$ cat src/sv/multiset_count_table_assert.svh
// Assertion macros shared by the multiset count table modules.
`ifndef MULTISET_COUNT_TABLE_ASSERT_SVH
`define MULTISET_COUNT_TABLE_ASSERT_SVH

// Same-cycle implication, checked outside reset.
`define MCT_ASSERT_NOW(label, ante, cons) \
  label: assert property (@(posedge clk) disable iff (!rst_n) (ante) |-> (cons)) \
    else $error("multiset_count_table assertion failed");

// Next-cycle implication, checked outside reset.
`define MCT_ASSERT_NEXT(label, ante, cons) \
  label: assert property (@(posedge clk) disable iff (!rst_n) (ante) |=> (cons)) \
    else $error("multiset_count_table assertion failed");

`endif

$ cat src/sv/mct_pkg.sv
// Package for the multiset count table: defaults, codes and control types.
`timescale 1ns / 1ps

package mct_pkg;

  localparam int MCT_ENTRIES    = 16;
  localparam int MCT_KEY_BITS   = 32;
  localparam int MCT_COUNT_BITS = 16;

  typedef enum logic [1:0] {
    CMD_ADD    = 2'd0,
    CMD_REMOVE = 2'd1,
    CMD_QUERY  = 2'd2,
    CMD_CLEAR  = 2'd3
  } cmd_t;

  typedef enum logic [1:0] {
    ST_OK    = 2'd0,
    ST_SHORT = 2'd1,
    ST_FULL  = 2'd2
  } status_t;

  typedef enum logic [1:0] {
    S_IDLE   = 2'd0,
    S_SCAN   = 2'd1,
    S_UPDATE = 2'd2
  } state_t;

  typedef struct packed {
    logic load;
    logic scan;
    logic update;
  } ctrl_t;

endpackage

$ cat src/sv/mct_ram.sv
// Generic single-write, single-read RAM with registered read data.
`timescale 1ns / 1ps

module mct_ram #(
  parameter int WIDTH = 32,
  parameter int DEPTH = 16
) (
  input  logic                     clk,
  input  logic                     we,
  input  logic [$clog2(DEPTH)-1:0] waddr,
  input  logic [WIDTH-1:0]         wdata,
  input  logic [$clog2(DEPTH)-1:0] raddr,
  output logic [WIDTH-1:0]         rdata
);

  logic [WIDTH-1:0] mem [DEPTH];

  always_ff @(posedge clk) begin
    if (we) begin
      mem[waddr] <= wdata;
    end
    rdata <= mem[raddr];
  end

endmodule

$ cat src/sv/mct_ctrl.sv
// Controller state machine for the multiset count table.
`timescale 1ns / 1ps
`include "multiset_count_table_assert.svh"

module mct_ctrl (
  input  logic          clk,
  input  logic          rst_n,
  input  logic          start,
  input  logic          scan_done,
  output logic          busy,
  output mct_pkg::ctrl_t ctrl_o
);

  mct_pkg::state_t state_r, state_nxt;

  always_ff @(posedge clk) begin
    if (!rst_n) begin
      state_r <= mct_pkg::S_IDLE;
    end else begin
      state_r <= state_nxt;
    end
  end

  always_comb begin
    state_nxt = state_r;
    ctrl_o    = '0;
    busy      = 1'b1;
    case (state_r)
      mct_pkg::S_IDLE: begin
        busy = 1'b0;
        if (start) begin
          ctrl_o.load = 1'b1;
          state_nxt   = mct_pkg::S_SCAN;
        end
      end
      mct_pkg::S_SCAN: begin
        ctrl_o.scan = 1'b1;
        if (scan_done) begin
          state_nxt = mct_pkg::S_UPDATE;
        end
      end
      mct_pkg::S_UPDATE: begin
        ctrl_o.update = 1'b1;
        state_nxt     = mct_pkg::S_IDLE;
      end
      default: begin
        state_nxt = mct_pkg::S_IDLE;
      end
    endcase
  end

  `MCT_ASSERT_NEXT(a_load_enters_scan, ctrl_o.load, state_r == mct_pkg::S_SCAN && busy)

endmodule

$ cat src/sv/mct_dp.sv
// Datapath of the multiset count table: key/count RAMs, scan pipe, update logic.
`timescale 1ns / 1ps
`include "multiset_count_table_assert.svh"

module mct_dp #(
  parameter int ENTRIES    = mct_pkg::MCT_ENTRIES,
  parameter int KEY_BITS   = mct_pkg::MCT_KEY_BITS,
  parameter int COUNT_BITS = mct_pkg::MCT_COUNT_BITS
) (
  input  logic           clk,
  input  logic           rst_n,
  input  mct_pkg::ctrl_t ctrl_i,
  output logic           scan_done,
  input  logic [1:0]     in_cmd,
  input  logic [31:0]    in_key,
  input  logic [15:0]    in_amount,
  output logic           out_valid,
  output logic [15:0]    out_count_now,
  output logic [1:0]     out_status,
  output logic [19:0]    out_total,
  output logic           out_all_single,
  output logic [4:0]     out_used_entries
);

  localparam int IW  = $clog2(ENTRIES);
  localparam int UW  = $clog2(ENTRIES + 1);
  localparam int SW  = COUNT_BITS + UW;
  localparam int TW  = (SW > 20) ? SW : 20;
  localparam int AW  = (COUNT_BITS > 16) ? COUNT_BITS : 16;
  localparam int AW1 = AW + 1;
  localparam int UXW = (UW > 5) ? UW : 5;

  localparam logic [COUNT_BITS-1:0] CNT_MAX   = '1;
  localparam logic [COUNT_BITS-1:0] CNT_ONE   = COUNT_BITS'(1);
  localparam logic [15:0]           NOW_MAX   = 16'hFFFF;
  localparam logic [19:0]           TOTAL_MAX = 20'hFFFFF;
  localparam logic [4:0]            USED_MAX  = 5'd31;

  // transaction registers
  mct_pkg::cmd_t         cmd_r;
  logic [KEY_BITS-1:0]   key_r;
  logic [15:0]           amt_r;

  // scan pipe
  logic [UW-1:0]         idx_r;
  logic                  cmp_vld_r;
  logic [IW-1:0]         cmp_idx_r;
  logic                  hit_r;
  logic [IW-1:0]         slot_r;
  logic [COUNT_BITS-1:0] cnt_r;

  // table summary
  logic [UW-1:0]         used_r, used_nxt;
  logic [SW-1:0]         sum_r, sum_nxt;
  logic [UW-1:0]         multi_r, multi_nxt;

  // result registers
  logic                  out_valid_r;
  logic [15:0]           out_count_r;
  mct_pkg::status_t      out_status_r, status_nxt;
  logic [19:0]           out_total_r;
  logic                  out_single_r;
  logic [4:0]            out_used_r;

  logic [KEY_BITS-1:0]   key_q;
  logic [COUNT_BITS-1:0] cnt_q;
  logic                  match;

  logic                  key_we, cnt_we;
  logic [IW-1:0]         wr_addr;
  logic [COUNT_BITS-1:0] old_c, new_c;
  logic [AW-1:0]         old_w, amt_w, diff_w, now_w;
  logic [AW1-1:0]        add_w;
  logic [COUNT_BITS-1:0] add_sat;
  logic                  enough, chg;
  logic [TW-1:0]         tsum;
  logic [UXW-1:0]        tused;

  mct_ram #(.WIDTH(KEY_BITS), .DEPTH(ENTRIES)) u_key_ram (
    .clk   (clk),
    .we    (ctrl_i.update && key_we),
    .waddr (wr_addr),
    .wdata (key_r),
    .raddr (idx_r[IW-1:0]),
    .rdata (key_q)
  );

  mct_ram #(.WIDTH(COUNT_BITS), .DEPTH(ENTRIES)) u_cnt_ram (
    .clk   (clk),
    .we    (ctrl_i.update && cnt_we),
    .waddr (wr_addr),
    .wdata (new_c),
    .raddr (idx_r[IW-1:0]),
    .rdata (cnt_q)
  );

  // read of idx_r issued this cycle, data of cmp_idx_r compared this cycle
  assign match     = cmp_vld_r && !hit_r && (key_q == key_r);
  assign scan_done = (cmd_r == mct_pkg::CMD_CLEAR) || match || (idx_r >= used_r);

  always_ff @(posedge clk) begin
    if (!rst_n) begin
      cmp_vld_r <= 1'b0;
      hit_r     <= 1'b0;
    end else if (ctrl_i.load) begin
      cmd_r     <= mct_pkg::cmd_t'(in_cmd);
      key_r     <= KEY_BITS'(in_key);
      amt_r     <= in_amount;
      idx_r     <= '0;
      cmp_vld_r <= 1'b0;
      hit_r     <= 1'b0;
    end else if (ctrl_i.scan) begin
      cmp_vld_r <= (idx_r < used_r);
      cmp_idx_r <= idx_r[IW-1:0];
      if (idx_r < used_r) begin
        idx_r <= idx_r + UW'(1);
      end
      if (match) begin
        hit_r  <= 1'b1;
        slot_r <= cmp_idx_r;
        cnt_r  <= cnt_q;
      end
    end
  end

  // count arithmetic, carried at the wider of the count and amount widths
  assign old_c   = hit_r ? cnt_r : '0;
  assign old_w   = AW'(old_c);
  assign amt_w   = AW'(amt_r);
  assign add_w   = AW1'(old_w) + AW1'(amt_w);
  assign add_sat = (add_w > AW1'(CNT_MAX)) ? CNT_MAX : add_w[COUNT_BITS-1:0];
  assign enough  = (old_w >= amt_w);
  assign diff_w  = old_w - amt_w;

  always_comb begin
    used_nxt   = used_r;
    sum_nxt    = sum_r;
    multi_nxt  = multi_r;
    status_nxt = mct_pkg::ST_OK;
    now_w      = '0;
    key_we     = 1'b0;
    cnt_we     = 1'b0;
    wr_addr    = slot_r;
    new_c      = old_c;
    chg        = 1'b0;
    case (cmd_r)
      mct_pkg::CMD_ADD: begin
        if (hit_r) begin
          cnt_we = 1'b1;
          new_c  = add_sat;
          chg    = 1'b1;
          now_w  = AW'(add_sat);
        end else if (used_r < UW'(ENTRIES)) begin
          // new key: old count is zero, so add_sat is the clipped amount
          key_we   = 1'b1;
          cnt_we   = 1'b1;
          wr_addr  = used_r[IW-1:0];
          used_nxt = used_r + UW'(1);
          new_c    = add_sat;
          chg      = 1'b1;
          now_w    = AW'(add_sat);
        end else begin
          status_nxt = mct_pkg::ST_FULL;
        end
      end
      mct_pkg::CMD_REMOVE: begin
        if (enough) begin
          if (hit_r) begin
            cnt_we = 1'b1;
            new_c  = diff_w[COUNT_BITS-1:0];
            chg    = 1'b1;
          end
          now_w = diff_w;
        end else begin
          status_nxt = mct_pkg::ST_SHORT;
          now_w      = old_w;
        end
      end
      mct_pkg::CMD_QUERY: begin
        now_w      = old_w;
        status_nxt = enough ? mct_pkg::ST_OK : mct_pkg::ST_SHORT;
      end
      mct_pkg::CMD_CLEAR: begin
        used_nxt  = '0;
        sum_nxt   = '0;
        multi_nxt = '0;
      end
      default: begin
        status_nxt = mct_pkg::ST_OK;
      end
    endcase
    if (chg) begin
      sum_nxt   = sum_r - SW'(old_c) + SW'(new_c);
      multi_nxt = multi_r - UW'(old_c > CNT_ONE) + UW'(new_c > CNT_ONE);
    end
  end

  assign tsum  = TW'(sum_nxt);
  assign tused = UXW'(used_nxt);

  always_ff @(posedge clk) begin
    if (!rst_n) begin
      used_r      <= '0;
      sum_r       <= '0;
      multi_r     <= '0;
      out_valid_r <= 1'b0;
    end else begin
      out_valid_r <= ctrl_i.update;
      if (ctrl_i.update) begin
        used_r       <= used_nxt;
        sum_r        <= sum_nxt;
        multi_r      <= multi_nxt;
        out_status_r <= status_nxt;
        out_count_r  <= (now_w > AW'(NOW_MAX)) ? NOW_MAX : now_w[15:0];
        out_total_r  <= (tsum > TW'(TOTAL_MAX)) ? TOTAL_MAX : tsum[19:0];
        out_used_r   <= (tused > UXW'(USED_MAX)) ? USED_MAX : tused[4:0];
        out_single_r <= (multi_nxt == '0);
      end
    end
  end

  assign out_valid        = out_valid_r;
  assign out_count_now    = out_count_r;
  assign out_status       = out_status_r;
  assign out_total        = out_total_r;
  assign out_all_single   = out_single_r;
  assign out_used_entries = out_used_r;

  `MCT_ASSERT_NOW(a_used_bound, 1'b1, used_r <= UW'(ENTRIES))
  `MCT_ASSERT_NOW(a_multi_bound, 1'b1, multi_r <= used_r)
  `MCT_ASSERT_NOW(a_full_flag, out_valid_r && out_status_r == mct_pkg::ST_FULL, used_r == UW'(ENTRIES))
  `MCT_ASSERT_NOW(a_hit_slot, hit_r, UW'(slot_r) < used_r)

endmodule

$ cat src/sv/multiset_count_table.sv
// Top level of the multiset count table: controller plus datapath.
// A start is taken whenever busy is low. The block then scans its stored keys one per
// cycle through the key RAM's single read port until a match or the end of the used
// entries (a clear ends the scan at once), then updates; no new item is taken while busy.
// The result appears on the out_ ports for exactly one cycle, marked by out_valid, in
// the cycle busy drops; a new start may be taken in that same cycle. The receiver
// cannot stall, so out_valid must be sampled every cycle. Entries whose count falls
// to zero stay in the table until a clear.
`timescale 1ns / 1ps

module multiset_count_table #(
  parameter int ENTRIES    = mct_pkg::MCT_ENTRIES,
  parameter int KEY_BITS   = mct_pkg::MCT_KEY_BITS,
  parameter int COUNT_BITS = mct_pkg::MCT_COUNT_BITS
) (
  input  logic        clk,
  input  logic        rst_n,
  input  logic        start,
  output logic        busy,
  input  logic [1:0]  in_cmd,
  input  logic [31:0] in_key,
  input  logic [15:0] in_amount,
  output logic        out_valid,
  output logic [15:0] out_count_now,
  output logic [1:0]  out_status,
  output logic [19:0] out_total,
  output logic        out_all_single,
  output logic [4:0]  out_used_entries
);

  mct_pkg::ctrl_t ctrl;
  logic           scan_done;

  mct_ctrl u_ctrl (
    .clk       (clk),
    .rst_n     (rst_n),
    .start     (start),
    .scan_done (scan_done),
    .busy      (busy),
    .ctrl_o    (ctrl)
  );

  mct_dp #(
    .ENTRIES    (ENTRIES),
    .KEY_BITS   (KEY_BITS),
    .COUNT_BITS (COUNT_BITS)
  ) u_dp (
    .clk              (clk),
    .rst_n            (rst_n),
    .ctrl_i           (ctrl),
    .scan_done        (scan_done),
    .in_cmd           (in_cmd),
    .in_key           (in_key),
    .in_amount        (in_amount),
    .out_valid        (out_valid),
    .out_count_now    (out_count_now),
    .out_status       (out_status),
    .out_total        (out_total),
    .out_all_single   (out_all_single),
    .out_used_entries (out_used_entries)
  );

endmodule

$ cat config.mk
export PLATFORM = sky130hd
export DESIGN_NAME = multiset_count_table
export DESIGN_NICKNAME = d
export VERILOG_FILES = /design/src/sv/mct_pkg.sv /design/src/sv/mct_ram.sv /design/src/sv/mct_ctrl.sv /design/src/sv/mct_dp.sv /design/src/sv/multiset_count_table.sv
export VERILOG_INCLUDE_DIRS = /design/src /design/src/sv
export SDC_FILE = /design/constraint.sdc
export NUM_CORES = 1
export LEC_CHECK = 0
export BUFFER_PORTS_ARGS = -buffer_cell sky130_fd_sc_hd__buf_2
export CAP_MARGIN = 30
export CORE_ASPECT_RATIO = 1.1
export CORE_MARGIN = 4
export CORE_UTILIZATION = 40
export DETAILED_ROUTE_END_ITERATION = 12
export PLACE_DENSITY = 0.54
export SLEW_MARGIN = 5
export SYNTH_ARGS = -nofsm -noshare
export SYNTH_HDL_FRONTEND = slang
export SYNTH_HIERARCHICAL = 1
export SYNTH_SLANG_ARGS = --single-unit
$ cat constraint.sdc
create_clock -name clk -period 9.12 [get_ports clk]
set_input_delay 1.824 -clock clk [delete_from_list [all_inputs] [get_ports clk]]
set_output_delay 1.824 -clock clk [all_outputs]
set_load 0.1 [all_outputs]
==> summary.md, run 1 <==
| Metric | Value |
|---|---|
| Post-synthesis simple-gate area fraction | under 10% |
| Status | finished clean |
| Clk pwr share | about 43% |
| Cells taking the most area after synthesis | edfxtp_1 (65%), mux4_2 (10%), dfxtp_1 (4.1%) |
| Total power | just under 10 mW |
| DR iter-0 viols | approximately 1,800 |
| Sequential power share | approximately half |
| Switching power | approximately 2.2 mW |
| CTS root buf | clkbuf_16 |
| Post-synthesis mux area share | 11.0% |
| Die footprint | approximately 110,000 sq um |
| Layout cells sized above 1 | a little over a fifth |
| CP Capture Type | flop |
| Slew margin rel. | a little under a fifth |
| Filler cells | between 8,000 and 9,000 |
| Initial antenna violation count | 2 |
| CP arrival | approximately 8.2 ns |
| Core area | 101,000 sq um |
| Reg area | 28,400 sq um |
| Largest net degree at the start of global routing | ~150 |
| Vias per Instance | ~5.6 |
| Largest family of logic cells by synthesized area | multiplexers |
| Core Rows | around 120 |
| Area fraction of the dominant cell type after synthesis | between 60 and 70% |
| Min Tclk post-route | between 7 and 8 ns |
| Nets | around 2,700 |
| PwrDens | roughly 210 nW/um^2 |
| Die width | ~310 um |
| Required time of the worst setup path | about 9.5 ns |
| IO buf count | 98 |
| Clock skew | 0.0333 ns |
| Top FF cell, synth | edfxtp_1 |
| Combinational fraction of design power | under 10% |
| Net Sw Frac | a little over a fifth |
| Initial core utilization | roughly two fifths |
| Post-Route Utilization | between 40% and 50% |
| Crit Path Max Fanout | 48 |
| Multi-input gate area | 11,800 sq um |
| Least-Margin Pin Slew | ~1.2 ns |
| Cts repair resizes | 0 |
| CTS tree | built |
| Leakage power | between 15 and 20 nW |
| Post-synthesis sequential area ratio | a little over two thirds |
| Synthesis-stage register bit count | around 980 |
| Synth Net Count | about 2,500 |
| Clk sinks | 975 |
| FFs w/ async S/R, synth | 0% |
| Grt total ovfl | 0 |
| Post-synth cell types | 98 |
| Final ANT Viol Nets | 0 |
| Post-synthesis compound-gate area fraction | 6.78% |
| Post-CTS Setup Repair Bufs | 0 |
| Setup TNS | 0 ns |
| Top Ports | around 100 |
| Ys Warns | 6 |
| Yosys top cell by area | edfxtp_1 |
| Post-synth top cells | edfxtp_1 (891), mux4_2 (182), nand2_1 (132), a22oi_1 (122), dfxtp_1 (84) |
| Post-synth EDFFs | 891 |
| WS Path Type | reg -> reg |
| Max Slew Vio Count | 0 |
| Avg Cell Area, Syn | approximately 17 sq um |
| Most frequent cell after synthesis | edfxtp_1 |
| Clk buf depth | 3 |
| Vias | around 22,000 |
| Overall Global Routing Usage | a little under a fifth |
| Drc violations | 0 |
| Die height | about 340 um |
| Reg clk slew, reported paths | about 0.060 ns |
| ANT cells | 0 |
| Fmax | between 0.1 and 0.15 GHz |
| Hold-fix buffers at CTS | 0 |
| Max cap viols | 0 |
| Routed WL | 103,000 um |
| Max VDD drop | 0.153 mV |
| First-pass GRT wire length | 153,000 um |
| Clock latency on the worst-skew pair | 0.69 ns |
| Final Hold Fails | 0 |
| Total CTS buffers | 99 |
| DR pass1 iterations | 5 |
| Setup repair after global routing missed its margin | no |
| DP HPWL | 59,500 um |
| Hold Path Class | reg -> reg |
| Synth Instances | 2,394 |
| Part of the cycle the worst path needs | 85.3% |
| Internal | 7.76 mW |
| Number of global-route vias before repair | 23,050 |
| Routability cong. | 0.873 |
| Xor-xnor portion of the synthesized cell area | 2.38% |
| Post-Synth Adder-Cell Area | 2.89% |
| Worst Setup Start Kind | flop |
| DR WL/cell | 25.9 um |
| Final Setup Violations | 0 |
| Mapped Area | 41,000 sq um |
| Area growth syn-to-layout | 14.3% |
| CTS H-Tree Depth | 3 |
[final cells by class]
type	count	share of cell area (%)
Tap cell	1364	3.64
Timing Repair Buffer	160	2.20
Sequential cell	975	60.7
Multi-Input combinational cell	1217	25.3
Inverter	84	0.676
Clock inverter	52	1.73
Clock buffer	136	5.78
[logic make-up (layout without fill, tap and decap cells)]
kind of cell	Yosys count	count (layout)
simple gates	422	422
fa+ha+maj	89	89
buf+inv	202	432
compound gates	389	389
flops	975	975
xor+xnor	110	110
mux	207	207
[path summary, 6_finish.rpt]
check / start / to / slack, ns / cells after the start
worst max-delay path: u_dp/hit_r / u_dp/out_total[13] / 1.34 / 24
worst min-delay path: u_dp/u_cnt_ram/rdata[11] / u_dp/cnt_r[11] / 0.40 / 0
worst max register to register: u_dp/hit_r / u_dp/out_total[13] / 1.34 / 24
worst min register to register: u_dp/u_cnt_ram/rdata[11] / u_dp/cnt_r[11] / 0.40 / 0
[flip-flops by register name, indices dropped and copies added, names as in the netlist, 16 cells and up]
| register | count |
|---|---|
| u_dp/u_key_ram/mem | 512 |
| u_dp/amt_r | 16 |
| u_dp/key_r | 32 |
| u_dp/out_count_now | 16 |
| u_dp/u_cnt_ram/mem | 256 |
| u_dp/u_key_ram/rdata | 32 |
| u_dp/sum_r | 21 |
| u_dp/u_cnt_ram/rdata | 16 |
| u_dp/cnt_r | 16 |
| u_dp/out_total | 20 |
[routing by layer]
| layer | share of wire, % | GRT usage, % | vias to the layer above |
|---|---|---|---|
| met5 | 0 | 0 | - |
| met1 | 44 | 26.3 | 11824 |
| met4 | 2.7 | 6.00 | 0 |
| met3 | 5.0 | 2.81 | 148 |
| li1 | - | - | 9808 |
| met2 | 49 | 31.7 | 627 |
[stage by stage]
| stage | hold WS (ns) | instance area [sq um] | setup WS [ns] | instances |
|---|---|---|---|---|
| 2_1_floorplan | 0.386 | 41000 | 1.48 | 2394 |
| 3_3_place_gp | 0.387 | 43300 | 1.60 | 3796 |
| 3_5_place_dp | 0.390 | 43300 | 1.46 | 3798 |
| 4_1_cts | 0.388 | 46800 | 1.43 | 3986 |
| 5_1_grt | 0.395 | 46800 | 0.699 | 3988 |
| 6_report | 0.397 | 46800 | 1.34 | 3988 |
[worst max-delay path: stages (launching register included)]
cell and delay, ns:
dfxtp_2 0.93, and2_1 0.46, ha_1 0.43, and2b_1 0.23
a2111oi_0 0.38, a211oi_1 0.19, o2111ai_1 0.44, a31o_1 0.55
o21ai_0 0.21, o221ai_1 0.15, buf_4 0.27, fa_1 0.51
fa_1 0.47, a21o_1 0.18, a21oi_1 0.28, o21a_1 0.19
o211ai_1 0.14, nand3_1 0.13, o21ai_0 0.11, o211ai_1 0.23
xnor2_1 0.15, a21o_1 0.20, a21oi_1 0.24, buf_4 0.27
o211ai_1 0.12
[layout by cell type, fill, tap and decap left out, drive strengths merged, types with 7 or more instances in the layout]
cell    count
a21oi      69
dfxtp      84
nor2       79
bufinv     17
nor2b      32
o21ai      59
and2       27
a22oi     122
edfxtp    891
o211ai     10
mux4      192
nor4       12
nand2b     24
nand4       7
a32oi      13
or3         8
ha         72
a21o       22
nor3       25
nand2     133
o31ai       8
nor3b       7
fa         11
mux2i       8
xnor2      65
nand3      29
buf       160
a31oi      12
inv        86
nand3b      9
mux2        7
xor2       44
clkinv     28
clkbuf    136
[power groups by stage]
stage	sequential [mW]	clock [mW]	combinational [mW]
floorplan	5.09	0	0.425
global route	4.99	4.61	0.679
global placement	5.08	0	0.623
detailed placement	5.08	0	0.628
finish	4.99	4.31	0.626
CTS	4.99	4.42	0.631
Note: power is estimated with default switching activity, not from simulation.
==> run 2, diff against run 1 <==
Settings changed: GPL_TIMING_DRIVEN set to 0.
==> run 2 against run 1 <==
  * Worst setup slack worse by 0.77 ns
  * Critical path depth is 8 higher
  * Worst hold slack better by 0.0030 ns
  * Sequential cell count stayed put
  * Register-to-register slack worse by 0.77 ns
  * Routed wire length is 2.6% higher
  * Clock power is 4% lower
  * Final area is 1.9% higher
  * Clock-buffer cell count is 17 lower
  * Critical endpoint unchanged
==> summary.md, run 2 (same netlist as run 1, synthesis figures left out) <==
| Metric | Value |
|---|---|
| Routability cong. | 0.884 (+1.2%) |
| IO buf count | 98 (unchanged) |
| Clock skew | 0.0429 ns (+0.00961 ns) |
| DR pass1 iterations | 7 (+2) |
| Status | finished clean |
| Crit Path Max Fanout | 19 (-60%) |
| DR iter-0 viols | 1,899 (+4.5%) |
| Drc violations | 0 (unchanged) |
| Hold path startpoint | u_dp/u_cnt_ram/rdata[3] |
| Setup TNS | 0 ns (unchanged) |
| Sequential power share | 50.9% (+0.6 points) |
| Clk buf depth | 3 (unchanged) |
| Final ANT Viol Nets | 0 (unchanged) |
| Non-Filler Instances | 4,100 (+2.8%) |
| ANT cells | 0 (unchanged) |
| Cts repair resizes | 2 (+2) |
| Hold Path Class | reg -> reg |
| Cells on worst reg2reg path | 32 (+33%) |
| Layout cells sized above 1 | 23.1% (+1.3 points) |
| Most used cell, CP | a21oi_1 |
| Core area | 101,000 sq um (unchanged) |
| Clock latency on the worst-skew pair | 0.69 ns (about the same) |
| Vias per Instance | 5.55 (-1.2%) |
| Setup repair after global routing missed its margin | no |
| DP Area | 44,400 sq um (+2.5%) |
| Die width | 313 um (unchanged) |
| Required time of the worst setup path | 9.49 ns (about the same) |
| Area growth syn-to-layout | 16.5% |
| Dpl ws | -0.395 ns (-1.86 ns) |
| Crit-path max cell delay | 0.49 ns (-0.44 ns) |
| FF-to-FF Start | u_dp/hit_r |
| Max Slew Vio Count | 0 (unchanged) |
| Fmax | 0.117 GHz (-9.0%) |
| Initial core utilization | 40.5% (unchanged) |
| CTS tree | built |
| Number of global-route vias before repair | 23,433 (+1.7%) |
| CP max stage cell | clkbuf_2 |
| Worst Setup Start Kind | flop |
| First-pass GRT wire length | 156,000 um (+1.9%) |
| Post-CTS Setup Repair Bufs | 0 (unchanged) |
| FF-to-FF setup slack | 0.57 ns (-0.77 ns) |
| Total CTS buffers | 100 (+1.0%) |
| Setup WS post-layout | 0.570 ns (-0.772 ns) |
| Crit path from | u_dp/hit_r |
| Clk pwr share | 42.4% (-1.0 points) |
| Leakage power | 16.0 nW (+2.5%) |
| Largest registers | u_dp/u_key_ram/mem (512), u_dp/u_cnt_ram/mem (256) |
| CTS H-Tree Depth | 3 (unchanged) |
| Max cap viols | 0 (unchanged) |
| Hold Path Depth | 0 (unchanged) |
| Top Ports | 99 (unchanged) |
| Routed WL | 106,000 um (+2.6%) |
| DR WL/cell | 25.9 um (-0.15%) |
| Core Rows | 122 (unchanged) |
| Net Sw Frac | 22.4% (+0.58 points) |
| Max VDD drop | 0.170 mV (+11%) |
| Post-Route Utilization | 47.2% (+0.89 points) |
| Die height | 344 um (unchanged) |
| CP arrival | 8.92 ns (+0.76 ns) |
| Most frequent cells in the layout | edfxtp_1 (891), mux4_2 (182), nand2_1 (132) |
| Least-Margin Pin Slew | 1.02 ns (-0.208 ns) |
| Placed insts | 3,919 (+3.2%) |
| Initial antenna violation count | 2 (unchanged) |
| Clk sinks | 975 (unchanged) |
| Final Hold Fails | 0 (unchanged) |
| Max reg flops | 512 (unchanged) |
| CP Capture Type | flop |
| Final Setup Violations | 0 (unchanged) |
| Largest net degree at the start of global routing | 35 (-77%) |
| Overall Global Routing Usage | 19.6% (+0.50 points) |
| Grt total ovfl | 0 (unchanged) |
| Die footprint | 108,000 sq um (unchanged) |
| WS Path Type | reg -> reg |
| Vias | 22,767 (+1.6%) |
| Nets | 2,791 (+4.4%) |
| Slew margin rel. | 32.0% (+14 points) |
| Min Tclk post-route | 8.55 ns (+0.772 ns) |
| Switching power | 2.20 mW (+1.4%) |
| Part of the cycle the worst path needs | 93.7% (+8.5 points) |
| CTS root buf | clkbuf_16 |
| Combinational fraction of design power | 6.8% (+0.5 points) |
| PwrDens | 205 nW/um^2 (-3.1%) |
| Filler cells | 8,611 (-0.081%) |
| Biggest register | u_dp/u_key_ram/mem |
| Post-route cell area | 47,700 sq um (+1.9%) |
| Hold-fix buffers at CTS | 0 (unchanged) |
| Reg clk slew, reported paths | 0.06 ns (about the same) |
| DP HPWL | 72,700 um (+22%) |
| Internal | 7.60 mW (-2.0%) |
| Most common cell after layout, fill and taps aside | edfxtp_1 |
## run 2: changes by cell type in the layout (fill, tap and decap cells not counted), moves of 6 or more
cell	previous run	this run
buf_12	4	10
buf_8	3	13
buf_16	0	10
buf_4	55	24
buf_6	0	28
buf_2	98	131
clkinv_2	12	18
clkinv_1	11	19
buf_1	0	14
clkbuf_1	29	61
## run 2: worst paths after layout
check | end
setup / recovery | u_dp/out_total[13]
hold / removal | u_dp/cnt_r[3]
setup reg to reg | u_dp/out_total[13]
hold reg to reg | u_dp/cnt_r[3]
## run 2: critical path: cells and delay by family, from the launching register on
kind            cells  cell delay (ns)
simple gates        5             1.11
compound gates     14             3.10
fa+ha+maj           5             1.58
buf+inv             7             1.85
xor+xnor            1             0.18
flops               1             0.42
## run 2: final cells by class
class | instances | area, sq um | share of cell area, %
clock buffer | 119 | 2640 | 5.52
multi-input combinational | 1217 | 11900 | 24.8
sequential | 975 | 28400 | 59.6
clock inverter | 64 | 738 | 1.55
buffer | 116 | 594 | 1.24
inverter | 84 | 317 | 0.663
tap | 1364 | 1710 | 3.57
timing repair buffer | 161 | 1460 | 3.05
## run 2: stage by stage
stage | power (mW) | hold slack, ns
after CTS | 9.91 | 0.399
after floorplan | 5.51 | 0.386
after global placement | 5.72 | 0.391
after detailed placement | 5.74 | 0.389
after global routing | 10.1 | 0.408
final | 9.80 | 0.400
## run 2: routing by layer
layer	track usage [%]	part of all wire [%]	vias up
met5	0	0.012	-
met4	6.30	2.7	2
met3	2.67	5.3	159
met2	32.9	49	658
met1	26.7	43	11913
li1	-	-	10035
## run 2: power groups by stage
stage | Sequential, mW | Clock, mW | Combinational, mW
after floorplan | 5.09 | 0 | 0.425
after global placement | 5.08 | 0 | 0.647
after detailed placement | 5.08 | 0 | 0.664
after CTS | 4.98 | 4.26 | 0.668
after global routing | 4.99 | 4.44 | 0.716
final | 4.98 | 4.15 | 0.663
